<file path="config.mk">
export PLATFORM = sky130hd
export DESIGN_NAME = hen_ram
export DESIGN_NICKNAME = d
export VERILOG_FILES = /design/src/hdl/hen_ram.sv
export SDC_FILE = /design/constraint.sdc
export NUM_CORES = 2
export LEC_CHECK = 0
export BUFFER_PORTS_ARGS = -buffer_cell sky130_fd_sc_hd__buf_2
export CAP_MARGIN = 20
export CORE_ASPECT_RATIO = 1.5
export CORE_MARGIN = 2
export CORE_UTILIZATION = 51
export DETAILED_ROUTE_END_ITERATION = 6
export GPL_TIMING_DRIVEN = 0
export MAX_ROUTING_LAYER = met4
export PLACE_DENSITY = 0.66
export SLEW_MARGIN = 40
export SYNTH_ARGS = -nofsm -noshare
export SYNTH_HDL_FRONTEND = slang
export SYNTH_SLANG_ARGS = --single-unit
</file>
<file path="constraint.sdc">
create_clock -name clk -period 3.8 [get_ports clk]
set_clock_uncertainty 0.2 [all_clocks]
set_input_delay 0 -clock clk [delete_from_list [all_inputs] [get_ports clk]]
set_output_delay 0 -clock clk [all_outputs]
set_load 0.01 [all_outputs]
</file>
<file path="src/hdl/hen_ram.sv">
`default_nettype none

module hen_ram #(
    parameter int WIDTH = 16,
    parameter int DEPTH = 128
) (
    input  wire logic                     clk,
    input  wire logic                     we,
    input  wire logic [$clog2(DEPTH)-1:0] waddr,
    input  wire logic [WIDTH-1:0]         wdata,
    input  wire logic [$clog2(DEPTH)-1:0] raddr,
    output logic      [WIDTH-1:0]         rdata
);

    logic [WIDTH-1:0] mem [DEPTH];

    always_ff @(posedge clk)
    begin
        if (we)
        begin
            mem[waddr] <= wdata;
        end
        rdata <= mem[raddr];
    end

endmodule

`default_nettype wire

</file>
==> results.ini <==
[synthesis]
ys_seq_area_share_pct=78.7
synth-seq-cells=2064
ys_top_cells_by_area=edfxtp_1 78%, mux4_2 19%, nor2_1 0.58%
ys_types=17
synth_mux_area_share_pct=19.5
yosysTopAreaCell=edfxtp_1
synthAdderAreaFrac_pct=0
post_synth_instance_area_mm2=0.0785
synthCells=3086
synth_top_area_share_pct=78.3
synth_top_family_by_area=multiplexers
synth_warnings=0
synth-simple-area-share_pct=0.888
synth_xor_area_share_pct=0
synth.avg_cell_area_um2=25.4
synth_compound_area_share_pct=0
syn-num-nets=3118

[timing]
fmax_mhz=259
period_share_pct=102
worst_slack_ns=-0.0650
finalSetupViolations=2
tightest_slew_ns=0.893
relSlewSlack_pct=40.3
hold_viol_final=0
rsz0062_at_grt=false
drv_slew=0
period_needed_ns=3.87

[setup_path]
start_kind=input port
crit_type=in2reg
cp-end-kind=flip-flop
r2r_slack_ns=0.58
cp_data_required_time_ns=4.29
critPathMaxFanout=10
arrival_ns=4.36
rr_worst_depth=5

[cells_and_area]
stdcell_count=5618
syn_to_final_growth_pct=14.6
fillers=10500
final_util_pct=58.8
layout-drive-gt1-share_pct=36.1
fin_nets=3451

[grt]
grt_use_total_pct=26.3
grt-ovfl-total=0
grt_pass1_wl_um=277000
grt_pass1_vias=36800
grt_max_degree=101
grt_antenna_before_repair=14

[floorplan]
dieArea_mm2=0.157
num_rows=176
core_mm2=0.153
io_pins=48
die_y_um=485
start_util_pct=51.3
die_w_um=324

[pwr]
ir_drop_mv=0.343
powerDensity_mw_per_mm2=515
p_leak_nw=27.4

[routing]
drt-pass1-iter-count=6
wl_per_cell_um=35.3
drt_iter0_drc=4351
ant_nets=0
drc=0
drt_wl_total_um=198000
viasPerCell=6.28
num_vias=35300

[place]
portBuffers=37
placedCellCount=5230
routabilityCongestion=0.929
hpwl_um=134000

[clock_tree]
root_buffer=clkbuf_16
insertion_delay_ns=0.81
cts_tree=done
path_clk_slew_ns=0.06
cts_max_level=4
clockBufferDepth=3
cts_buffers=177
cts_sinks=2064

[status]
outcome=finished with violations
violations=negative setup slack

[flow_run]
cap_violations=0

[min_path]
min_path_cells=2
hold_class=in2reg

cells in the mapped netlist:
master / number
mux2_2: 16
buf_2: 52
nand2_1: 14
dfxtp_1: 16
nand3_1: 12
nand4_1: 3
buf_6: 1
buf_1: 28
nor2b_1: 7
or3_1: 1
clkbuf_1: 82
edfxtp_1: 2048
nor2_1: 122
buf_4: 1
nand2b_1: 2
nor3_1: 9
mux4_2: 672
sequential cells by signal, summed over array words and instances (netlist names):
signal  flops
mem      2048
rdata      16
what timing repair did:
action	CTS	global route
setup buffers	0	0
hold buffers	55	1
gates resized for setup	0	0
endpoints found under the hold margin	2573	27
cell families after synthesis:
| family | count (synthesis) |
|---|---|
| DFF | 2064 |
| muxes | 688 |
| and+or+nand+nor | 170 |
| buffers and inverters | 164 |
worst max-delay path, cell delays in order:
cell and delay (ns):
clkbuf_2 0.51, clkbuf_2 0.70, clkbuf_1 0.72, mux4_2 0.43, mux4_2 0.53, mux4_2 0.53, dlygate4sd3_1 0.62, mux2_2 0.28
area by class of cell:
type                    count  area, um^2  share of cell area, %
flip-flops and latches   2064       61800                   68.7
diodes                     13        32.5                 0.0362
multi-input cells         858       17000                   18.9
clock inverters           100        1160                   1.29
well taps                2047        2560                   2.85
plain buffers             164         768                  0.854
clock buffers             218        4750                   5.28
repair buffers            154        1920                   2.13
where the power goes:
part           switching, mW  internal, mW  total (mW)
clock                   7.96          10.6        18.5
sequential            0.0348          25.1        25.2
combinational           1.64          1.03        2.67
total                   9.64          36.7        46.4
routing by layer:
metal	vias to the layer above	global-route usage [%]	share of wire, %
met1	19200	30.6	34
met3	345	3.82	6.7
met4	0	13.6	6.0
met5	-	-	0
li1	14100	-	-
met2	1575	44.7	53
cells in the final DEF (no fill, tap or decap), drive strengths merged:
cell,n
mux2,16
mux4,672
dfxtp,16
clkinvlp,10
bufinv,25
nand2b,2
nor2b,7
or3,1
clkbuf,305
nand3,12
clkinv,59
buf,181
edfxtp,2048
diode,13
inv,6
nor2,122
nand2,14
nor3,9
dlygate4sd3,50
nand4,3
through the flow:
stage                     setup WS (ns)  hold slack (ns)  power (mW)  area [um^2]  setup TNS, ns
after global placement            -1.74            0.212        28.1        81300         -45.48
after CTS                        0.0831          0.00207        46.6        89800              0
after global routing             0.0229           0.0308        47.4        90000              0
after floorplan                    1.10           -0.101        26.9        78500              0
final                           -0.0650           0.0405        46.4        90000         -0.119
after detailed placement         -0.318            0.179        28.3        83300          -4.26
worst paths after layout:
kind	end	startpoint
worst min register to register	rdata[6]$_DFF_P_	mem[56][6]$_DFFE_PP_
worst min-delay path	mem[36][11]$_DFFE_PP_	wdata[11]
worst max register to register	rdata[0]$_DFF_P_	mem[86][0]$_DFFE_PP_
worst max-delay path	rdata[0]$_DFF_P_	raddr[2]
No activity file was read; power rests on OpenSTA's default activity.
